File: src/rtl/fdcmp_pkg.sv
// shared types and constants for the factorial divisor count block
package fdcmp_pkg;

    localparam int          DEFAULT_MAX_N = 65535;
    localparam int          N_W           = 16;
    localparam int          RES_W         = 30;
    localparam logic [29:0] MODULUS       = 30'd1000000007;

    typedef struct packed {
        logic clr_step;
        logic sv_rd;
        logic sv_inc_i;
        logic sv_load_j;
        logic sv_mark;
        logic it_load;
        logic p_rd;
        logic p_inc;
        logic exp_init;
        logic div_load;
        logic div_step;
        logic exp_add;
        logic mul_load;
        logic mul_step;
        logic res_load;
    } cmd_t;

    typedef struct packed {
        logic clr_last;
        logic sv_done;
        logic flag;
        logic j_over;
        logic p_over;
        logic div_last;
        logic m_zero;
        logic mul_last;
    } status_t;

endpackage

File: src/rtl/fdcmp_ctrl.sv
// sequencing state machine for the factorial divisor count block
module fdcmp_ctrl (
    input  logic               clk,
    input  logic               rst_n,
    input  logic               start,
    output logic               busy,
    input  fdcmp_pkg::status_t status,
    output fdcmp_pkg::cmd_t    cmd
);
    import fdcmp_pkg::*;

    localparam logic [3:0] S_CLR     = 4'd0;
    localparam logic [3:0] S_SV_RD   = 4'd1;
    localparam logic [3:0] S_SV_CHK  = 4'd2;
    localparam logic [3:0] S_SV_MARK = 4'd3;
    localparam logic [3:0] S_IDLE    = 4'd4;
    localparam logic [3:0] S_P_RD    = 4'd5;
    localparam logic [3:0] S_P_CHK   = 4'd6;
    localparam logic [3:0] S_DIV_LD  = 4'd7;
    localparam logic [3:0] S_DIV     = 4'd8;
    localparam logic [3:0] S_ACC     = 4'd9;
    localparam logic [3:0] S_MUL_LD  = 4'd10;
    localparam logic [3:0] S_MUL     = 4'd11;
    localparam logic [3:0] S_DONE    = 4'd12;

    logic [3:0] state_reg, state_next;

    always_ff @(posedge clk or negedge rst_n)
    begin
        if (!rst_n)
        begin
            state_reg <= S_CLR;
        end
        else
        begin
            state_reg <= state_next;
        end
    end

    assign busy = (state_reg != S_IDLE);

    always_comb
    begin
        cmd        = '0;
        state_next = state_reg;
        case (state_reg)
            S_CLR:
            begin
                cmd.clr_step = 1'b1;
                if (status.clr_last)
                begin
                    state_next = S_SV_RD;
                end
            end
            S_SV_RD:
            begin
                if (status.sv_done)
                begin
                    state_next = S_IDLE;
                end
                else
                begin
                    cmd.sv_rd  = 1'b1;
                    state_next = S_SV_CHK;
                end
            end
            S_SV_CHK:
            begin
                if (status.flag)
                begin
                    cmd.sv_inc_i = 1'b1;
                    state_next   = S_SV_RD;
                end
                else
                begin
                    cmd.sv_load_j = 1'b1;
                    state_next    = S_SV_MARK;
                end
            end
            S_SV_MARK:
            begin
                if (status.j_over)
                begin
                    cmd.sv_inc_i = 1'b1;
                    state_next   = S_SV_RD;
                end
                else
                begin
                    cmd.sv_mark = 1'b1;
                end
            end
            S_IDLE:
            begin
                if (start)
                begin
                    cmd.it_load = 1'b1;
                    state_next  = S_P_RD;
                end
            end
            S_P_RD:
            begin
                if (status.p_over)
                begin
                    state_next = S_DONE;
                end
                else
                begin
                    cmd.p_rd   = 1'b1;
                    state_next = S_P_CHK;
                end
            end
            S_P_CHK:
            begin
                if (status.flag)
                begin
                    cmd.p_inc  = 1'b1;
                    state_next = S_P_RD;
                end
                else
                begin
                    cmd.exp_init = 1'b1;
                    state_next   = S_DIV_LD;
                end
            end
            S_DIV_LD:
            begin
                cmd.div_load = 1'b1;
                state_next   = S_DIV;
            end
            S_DIV:
            begin
                cmd.div_step = 1'b1;
                if (status.div_last)
                begin
                    state_next = S_ACC;
                end
            end
            S_ACC:
            begin
                if (status.m_zero)
                begin
                    state_next = S_MUL_LD;
                end
                else
                begin
                    cmd.exp_add = 1'b1;
                    state_next  = S_DIV_LD;
                end
            end
            S_MUL_LD:
            begin
                cmd.mul_load = 1'b1;
                state_next   = S_MUL;
            end
            S_MUL:
            begin
                cmd.mul_step = 1'b1;
                if (status.mul_last)
                begin
                    cmd.p_inc  = 1'b1;
                    state_next = S_P_RD;
                end
            end
            S_DONE:
            begin
                cmd.res_load = 1'b1;
                state_next   = S_IDLE;
            end
            default:
            begin
                state_next = S_CLR;
            end
        endcase
    end

endmodule

File: config.mk
export PLATFORM = sky130hd
export DESIGN_NAME = fdcmp_ctrl
export DESIGN_NICKNAME = d
export VERILOG_FILES = /design/src/rtl/fdcmp_pkg.sv /design/src/rtl/fdcmp_ctrl.sv
export SDC_FILE = /design/constraint.sdc
export NUM_CORES = 1
export LEC_CHECK = 0
export ABC_AREA = 1
export BUFFER_PORTS_ARGS = -buffer_cell sky130_fd_sc_hd__buf_2
export CAP_MARGIN = 20
export CORE_AREA = 2 2 39 41
export DETAILED_ROUTE_END_ITERATION = 12
export DIE_AREA = 0 0 41 43
export PLACE_DENSITY = 0.68
export SETUP_SLACK_MARGIN = 0.15
export SYNTH_ARGS = -nofsm -noshare
export SYNTH_HDL_FRONTEND = slang
export SYNTH_SLANG_ARGS = --single-unit
File: constraint.sdc
create_clock -name clk -period 3.64 [get_ports clk]
set_input_delay 0.182 -clock clk [delete_from_list [all_inputs] [get_ports clk]]
set_output_delay 0.182 -clock clk [all_outputs]
set_load 0.01 [all_outputs]
==> impl_metrics.ini, run 1 <==
[final_layout]
drive_gt1_frac = 0.339
synthToLayoutAreaGrowth_pct = 37.3
multiInputGateArea_um2 = 307
regArea_um2 = 100
antenna-diode-count = 0
layout.nets = 134
final_area_um2 = 672
largest_reg_flops = 4
fillers = 158

[placement]
place_area_um2 = 639
io_buffers = 26
dp_slack_ps = 2280
hpwlAfterDp_um = 1140
gp_congestion = 0.868

[yosys]
synth_warnings = 0
yosysTopAreaCellShare = 0.215
synth_cell_types = 16
yosys.area.top_type = nand2_1
synth_seq_cells = 4
synth_seq_area_share = 0.205
synth_fp_nets = 102
netlist_instances = 91
avgSynthCellArea_um2 = 5.38
synth.cell_area_um2 = 489
synth.area.top_cells = nand2_1 21%, dfrtp_1 20%, inv_1 14%

[floorplan]
rows = 14
die_area_mm2 = 0.00176
die_h_um = 43
die_w_um = 41
start_util = 0.354
ios = 27
core-area_mm2 = 0.00138

[outcome]
status = complete, no violations

[critical_path]
crit_path_start_kind = register
r2r_setup_slack_ps = 2350
critical_path_class = reg -> out
cp_num_cells = 5
r2r-start = state_reg[3]$_DFFE_PN0P_
crit_path_top_delay_cell = dfrtp_1
crit_top_cell = nor2_2
r2r_end = state_reg[2]$_DFFE_PN0P_
arrival_ps = 1430
crit_chain = nor2_2, inv_2, nor2_2, a32o_1, buf_2
cp_max_fo = 6
required_ps = 3460
r2r_cells = 7
worst-path-buf-inv = 2
cp-end-kind = output pin
crit_end = cmd[12]
crit_path_max_incr_delay_ps = 450
cp_top_family = flip-flops
crit_path_start = state_reg[3]$_DFFE_PN0P_

[route]
drt-wirelength-per-cell_um = 9.51
num_vias = 647
detail-route-antenna-nets = 0
dr.first_iter.drc_count = 16
avgViaCountPerCell = 4.72
drc = 0
drt_wl_total_um = 1300
drtPass1Iterations = 4

[power]
p_clk_frac = 0.125
finalPower_uw = 429
powerDensity_mw_per_mm2 = 638
p_int_uw = 197
seqPwrFrac = 0.211
p_leak_nw = 0.476
ir_drop_uv = 336
switching_power_uw = 232
power_frac_comb = 0.663
switching_share = 0.541

[clock_tree]
insertion_delay_ps = 230
cts_buffer_depth = 2
cts.clk_slew.worst_paths_ps = 30
cts_tree = done
cts_root_buf = clkbuf_4
postCtsHoldBufs = 1
numCtsBuffers = 3
post_cts_buffers = 0
cts_resized = 0
htree_levels = 1
clkSinkCount = 4

[timing]
setup_viol = 0
rsz0062_at_grt = no
finalSetupTns_ps = 0
postLayoutSetupSlackWorst_ps = 2030
clock_skew_ps = 5.06
max_freq_mhz = 620
period_minus_slack_ps = 1610
relSlewSlack = 0.800
worst_pin_slew_ps = 300
drv_slew = 0
period_share = 0.443
hold_viol_final = 0

[global_route]
grt_pass1_wl_um = 2100
antenna_found_initial = 0
gr-total-overflow = 0
grt_pass1_vias = 516
grt_max_degree = 8
grt.total_usage = 0.171

[min_path]
hold_class = in -> reg

[run]
max-cap-violations = 0
power by group through the flow:
stage	Clock [mW]	Combinational (mW)	Sequential, mW
floorplan	0	0.206	0.0857
global route	0.0632	0.323	0.0950
finish	0.0538	0.284	0.0907
global placement	0	0.281	0.0905
detailed placement	0	0.284	0.0906
CTS	0.0570	0.286	0.0901
how the worst min path moves through the flow:
stage | start | slack, ps | to | depth (start not counted)
after floorplan | rst_n | -110 | state_reg[0]$_DFFE_PN0P_ | 0
after global placement | rst_n | -10 | state_reg[1]$_DFFE_PN0P_ | 1
after detailed placement | rst_n | -10 | state_reg[0]$_DFFE_PN0P_ | 1
after CTS | start | 250 | state_reg[2]$_DFFE_PN0P_ | 4
after global routing | start | 280 | state_reg[2]$_DFFE_PN0P_ | 4
final | start | 260 | state_reg[2]$_DFFE_PN0P_ | 4
worst register-to-register path: cells and delay by family (launching register included):
| kind | cells | cell delay [ps] |
|---|---|---|
| DFF | 1 | 450 |
| and+or+nand+nor | 6 | 700 |
| buffers and inverters | 1 | 80 |
cells in the final DEF, fill, tap and decap left out, drive strengths merged:
cell	count
nand2	29
buf	26
inv	22
nor2	21
nand3	8
dfrtp	4
clkbuf	3
nor3	3
a32o	1
o22ai	1
nand3b	1
o21ai	1
dlygate4sd3	1
stage by stage:
step	hold WS (ps)	utilization	cells
after global placement	-13.0	0.462	133
final	257	0.486	137
after global routing	281	0.486	137
after detailed placement	-10.0	0.462	133
after floorplan	-114	-	91
after CTS	252	0.486	137
synth_stat cells:
master / n
nor2_1: 16
o21ai_0: 1
dfrtp_1: 4
nand2_4: 1
a32o_1: 1
nor2_4: 1
inv_1: 18
nor3_2: 1
nor2_2: 4
nand3_1: 7
nand3b_1: 1
o22ai_1: 1
inv_2: 4
nor3_1: 2
nand3_2: 1
nand2_1: 28
per-layer routing:
| layer | share of wire | GRT usage |
|---|---|---|
| met1 | 0.45 | 0.258 |
| met2 | 0.50 | 0.244 |
| met3 | 0.051 | 0.0628 |
| met4 | 0 | 0 |
| met5 | 0 | 0 |
cells by family after synthesis:
logic type | after synthesis | synth area share
and+or+nand+nor | 62 | 0.583
DFF | 4 | 0.205
AOI/OAI and AO/OA | 3 | 0.0435
buffers and inverters | 22 | 0.169
final cells by class:
cell class / count / share of cell area
sequential: 4 / 0.149
multi-input combinational: 65 / 0.456
timing repair buffer: 27 / 0.209
tap: 16 / 0.0298
inverter: 22 / 0.123
clock buffer: 3 / 0.0335
Note: power is estimated with default switching activity, not from simulation.
==> inputs of run 2 (changes only) <==
Settings changed: ABC_AREA 1 to 0, PLACE_DENSITY 0.68 to 0.69.
Clock period 3.64 ns to 1.6 ns, I/O delays scaled along.
==> run 2 against run 1 <==
Net effect: clock skew rose by 0.51 ps; synthesized area rose by 3.3%; clock power rose to 2.5 times the previous value; sequential power rose to 2.7 times the previous value; total power rose to 3.1 times the previous value.
==> impl_metrics.ini, run 2 <==
[yosys]
avgSynthCellArea_um2 = 7.12
synth_seq_area_share = 0.198
synth_cell_types = 28
synth.cell_area_um2 = 505
synth_fp_nets = 82
synth-edff-count = 0
netlist_top_cells_count = 9 x a21oi_1, 9 x nor2_1, 7 x nor3_1
synthArstFlopShare = 1.00
yosysTopAreaCellShare = 0.198
synth_seq_cells = 4
synth.area.top_cells = dfrtp_1 20%, a21oi_1 8.9%, nor3_1 6.9%
netlist_instances = 71
synth_warnings = 0
yosys_most_used_dff = dfrtp_1
yosys.area.top_type = dfrtp_1

[critical_path]
crit_path_max_incr_delay_ps = 450
cp-end-kind = output pin
critical_path_class = reg -> out
crit_path_start_kind = register
r2r-start = state_reg[3]$_DFFE_PN0P_
crit_chain = buf_4, nor4b_1, buf_2
arrival_ps = 1420
cp_max_fo = 8
crit_path_start = state_reg[3]$_DFFE_PN0P_
required_ps = 1520
crit_path_top_delay_cell = dfrtp_2

[final_layout]
final_common_cell = buf_2
largest_reg_flops = 4
layout.nets = 118
antenna-diode-count = 0
synthToLayoutAreaGrowth_pct = 59.2
final_area_um2 = 805
drive_gt1_frac = 0.533
stdcell_count = 121
layout_common_cells = 26 x buf_2, 9 x nor2_1, 9 x a21oi_1

[route]
detail-route-antenna-nets = 0
drtPass1Iterations = 4
drt-wirelength-per-cell_um = 14.1
num_vias = 670
avgViaCountPerCell = 5.54
dr.first_iter.drc_count = 17
drc = 0
drt_wl_total_um = 1710

[outcome]
status = complete, no violations

[timing]
clock_skew_ps = 5.57
finalSetupTns_ps = 0
drv_slew = 0
worst_pin_slew_ps = 302
rsz0062_at_grt = yes
setup_viol = 0
hold_viol_final = 0
postLayoutSetupSlackWorst_ps = 97.5
max_freq_mhz = 666
period_share = 0.939
period_minus_slack_ps = 1500
relSlewSlack = 0.796

[floorplan]
core-area_mm2 = 0.00138
die_h_um = 43
die_area_mm2 = 0.00176
rows = 14
ios = 27
die_w_um = 41
start_util = 0.365

[global_route]
grt.total_usage = 0.197
gr-total-overflow = 0
grt_max_degree = 11
grt_pass1_vias = 565
antenna_found_initial = 0
grt_pass1_wl_um = 2360

[placement]
hpwlAfterDp_um = 1140
gp_congestion = 0.904
placed_cells = 112
place_area_um2 = 652
dp_slack_ps = 200
io_buffers = 26

[power]
ir_drop_uv = 846
p_leak_nw = 0.385
finalPower_mw = 1.35
powerDensity_mw_per_mm2 = 1680

[clock_tree]
htree_levels = 1
insertion_delay_ps = 250
cts_root_buf = clkbuf_4
clkSinkCount = 4
cts_buffer_depth = 2
cts_tree = done
numCtsBuffers = 3
cts.clk_slew.worst_paths_ps = 40

[run]
max-cap-violations = 0

[min_path]
hold_class = in -> async
-- run 2: worst max-delay path, delay by kind of cell, from the launching register on --
kind	cells	cell delay (ps)
buffers and inverters	2	390
flip-flops	1	450
AND/OR/NAND/NOR	1	340
-- run 2: per-layer routing --
layer / vias to the layer above / track usage / wire, um
met2: 32 / 0.300 / 821
met4: 0 / 0.140 / 74
met1: 304 / 0.239 / 702
met5: - / 0 / 0
li1: 325 / - / -
met3: 9 / 0.0262 / 112
-- run 2: layout make-up --
cell class                 count  area (um2)
sequential                     4         105
tap                           16        20.0
clock buffer                   3        22.5
multi-input combinational     59         418
inverter                       2        7.51
fill                         128         579
timing repair buffer          37         231
-- run 2: kinds of logic after synthesis --
| group | share of synthesized area |
|---|---|
| and+or+nand+nor | 0.443 |
| DFF | 0.198 |
| buffers and inverters | 0.0965 |
| AOI/OAI and AO/OA | 0.262 |
-- run 2: worst paths after layout --
kind | end | slack, ps | depth (start not counted)
setup reg to reg | state_reg[3]$_DFFE_PN0P_ | 260 | 4
hold reg to reg | state_reg[1]$_DFFE_PN0P_ | 560 | 1
hold / removal | state_reg[3]$_DFFE_PN0P_ | 170 | 2
setup / recovery | cmd[12] | 100 | 3
min in group clk | state_reg[0]$_DFFE_PN0P_ | 220 | 4
max in group asynchronous | state_reg[2]$_DFFE_PN0P_ | 1290 | 2
-- run 2: stage by stage --
stage / util / hold slack [ps]
global route: 0.581 / 185
CTS: 0.523 / 165
detailed placement: 0.471 / -107
finish: 0.581 / 171
global placement: 0.471 / -112
floorplan: - / -216
-- run 2: where the power goes --
part	total [mW]	internal, mW	switching (mW)
clock	0.135	0.0845	0.0504
sequential	0.242	0.156	0.0862
combinational	0.974	0.466	0.508
-- run 2: what timing repair did --
item,4_1_cts,5_1_grt
hold endpoints to repair,4,0
hold buffers,1,0
endpoints found under the setup margin,10,15
buffers inserted,4,1
pin swaps,1,0
gates resized for setup,5,15
==> inputs of run 3 (changes only) <==
==> constraint.sdc (replaced) <==
create_clock -name clk -period 1.6 [get_ports clk]
set_input_delay 0.08 -clock clk [delete_from_list [all_inputs] [get_ports clk]]
set_output_delay 0.08 -clock clk [all_outputs]
set_load 0.02 [all_outputs]
==> run 3 against run 2 <==
Net effect: sequential share of layout area decreased by 0.93 points; count of clock-buffer cells in the layout is the same; worst hold slack improved by 15 ps; global-route usage is 2.3 points higher; sequential power down 3%; first-iteration DRC count shrank 29%; register-to-register slack worse by 40 ps; critical endpoint unchanged; highest routed layer unchanged.
==> impl_metrics.ini, run 3 (same netlist as run 2, synthesis figures left out) <==
[outcome]
status = complete, no violations

[floorplan]
core-area_mm2 = 0.00138
start_util = 0.365
die_w_um = 41
die_h_um = 43
rows = 14
ios = 27
die_area_mm2 = 0.00176

[route]
drc = 0
detail-route-antenna-nets = 0
drt_wl_total_um = 1800
num_vias = 677
dr.first_iter.drc_count = 12
drt-wirelength-per-cell_um = 14.4
avgViaCountPerCell = 5.42
drtPass1Iterations = 4

[timing]
drv_slew = 0
period_share = 0.934
max_freq_mhz = 669
clock_skew_ps = 6.01
period_minus_slack_ps = 1500
relSlewSlack = 0.810
rsz0062_at_grt = yes
finalSetupTns_ps = 0
worst_pin_slew_ps = 285
hold_viol_final = 0
setup_viol = 0

[global_route]
gr-total-overflow = 0
grt.total_usage = 0.220
antenna_found_initial = 0
grt_pass1_wl_um = 2670
grt_pass1_vias = 633
grt_max_degree = 12

[critical_path]
cp-end-kind = output pin
crit_path_start_kind = register
crit_chain = nor2b_2, a21oi_1, nor4b_2, buf_2
critical_path_class = reg -> out
arrival_ps = 1420
crit_path_max_incr_delay_ps = 450
crit_path_top_delay_cell = dfrtp_2
required_ps = 1520
cp_max_fo = 6

[final_layout]
layout_common_cells = 20 x buf_4, 18 x buf_2, 9 x nor2_1, 9 x a21oi_1, 5 x nor3_2
drive_gt1_frac = 0.606
final_area_um2 = 866
synthToLayoutAreaGrowth_pct = 71.3
layout.nets = 122
antenna-diode-count = 0
final_core_util = 0.626
final_common_cell = buf_4
largest_reg_flops = 4

[clock_tree]
cts.clk_slew.worst_paths_ps = 40
cts_buffer_depth = 2
clkSinkCount = 4
htree_levels = 1
cts_root_buf = clkbuf_4
numCtsBuffers = 3
cts_tree = done
insertion_delay_ps = 230

[placement]
place_area_um2 = 684
gp_congestion = 0.867
hpwlAfterDp_um = 1130
io_buffers = 26

[min_path]
hold_class = in -> async

[power]
powerDensity_mw_per_mm2 = 1760
p_leak_nw = 0.396
ir_drop_uv = 1110

[run]
max-cap-violations = 0
run 3: changes by cell type in the layout (fill, tap and decap cells not counted), moves of 2 or more:
cell,before,now
buf_4,7,20
buf_2,26,18
nor3_2,2,5
nor2b_2,0,2
nor3_1,4,2
nor4_2,2,0
run 3: worst paths after layout:
check | startpoint | endpoint | slack (ps) | cells after the start
max | state_reg[0]$_DFFE_PN0P_ | cmd[12] | 100 | 4
min | rst_n | state_reg[0]$_DFFE_PN0P_ | 190 | 2
max reg2reg | state_reg[3]$_DFFE_PN0P_ | state_reg[0]$_DFFE_PN0P_ | 220 | 4
min reg2reg | state_reg[2]$_DFFE_PN0P_ | state_reg[1]$_DFFE_PN0P_ | 690 | 2
max in group asynchronous | rst_n | state_reg[1]$_DFFE_PN0P_ | 1280 | 2
min in group clk | status[6] | state_reg[2]$_DFFE_PN0P_ | 230 | 3
run 3: area by class of cell:
class / instances / area, um2
multi-input cells: 59 / 435
well taps: 16 / 20.0
clock buffers: 3 / 22.5
flip-flops and latches: 4 / 105
fillers: 127 / 518
repair buffers: 41 / 273
inverters: 2 / 10.0
run 3: metrics by stage:
stage	setup slack, ps	power (mW)	hold WS, ps	instances
5_1_grt	56.1	1.62	199	125
3_5_place_dp	145	1.08	-112	114
4_1_cts	123	1.39	170	124
2_1_floorplan	134	0.852	-216	71
6_report	105	1.52	186	125
3_3_place_gp	196	1.07	-110	114
run 3: critical path: cells and delay by family (launching register included):
family                 cells  cell delay (ps)
buffers and inverters      1              220
and+or+nand+nor            2              430
DFF                        1              450
AOI/OAI and AO/OA          1               80
run 3: power by group:
group          switching, mW  internal, mW
Clock                 0.0382        0.0836
Combinational          0.633         0.532
Sequential            0.0782         0.156
run 3: timing repair:
item / CTS / global route
pin swaps: 0 / 3
hold buffers: 1 / 0
resized for setup: 15 / 15
buffers inserted: 6 / 1
endpoints found under the hold margin: 4 / 0
endpoints found under the setup margin: 15 / 12
run 3: per-layer routing:
layer  share of wire  track usage  vias to the layer above
met5               0            0                        -
met4           0.020        0.120                        0
met3           0.039       0.0681                        4
met2            0.51        0.325                       23
met1            0.43        0.272                      320
li1                -            -                      330
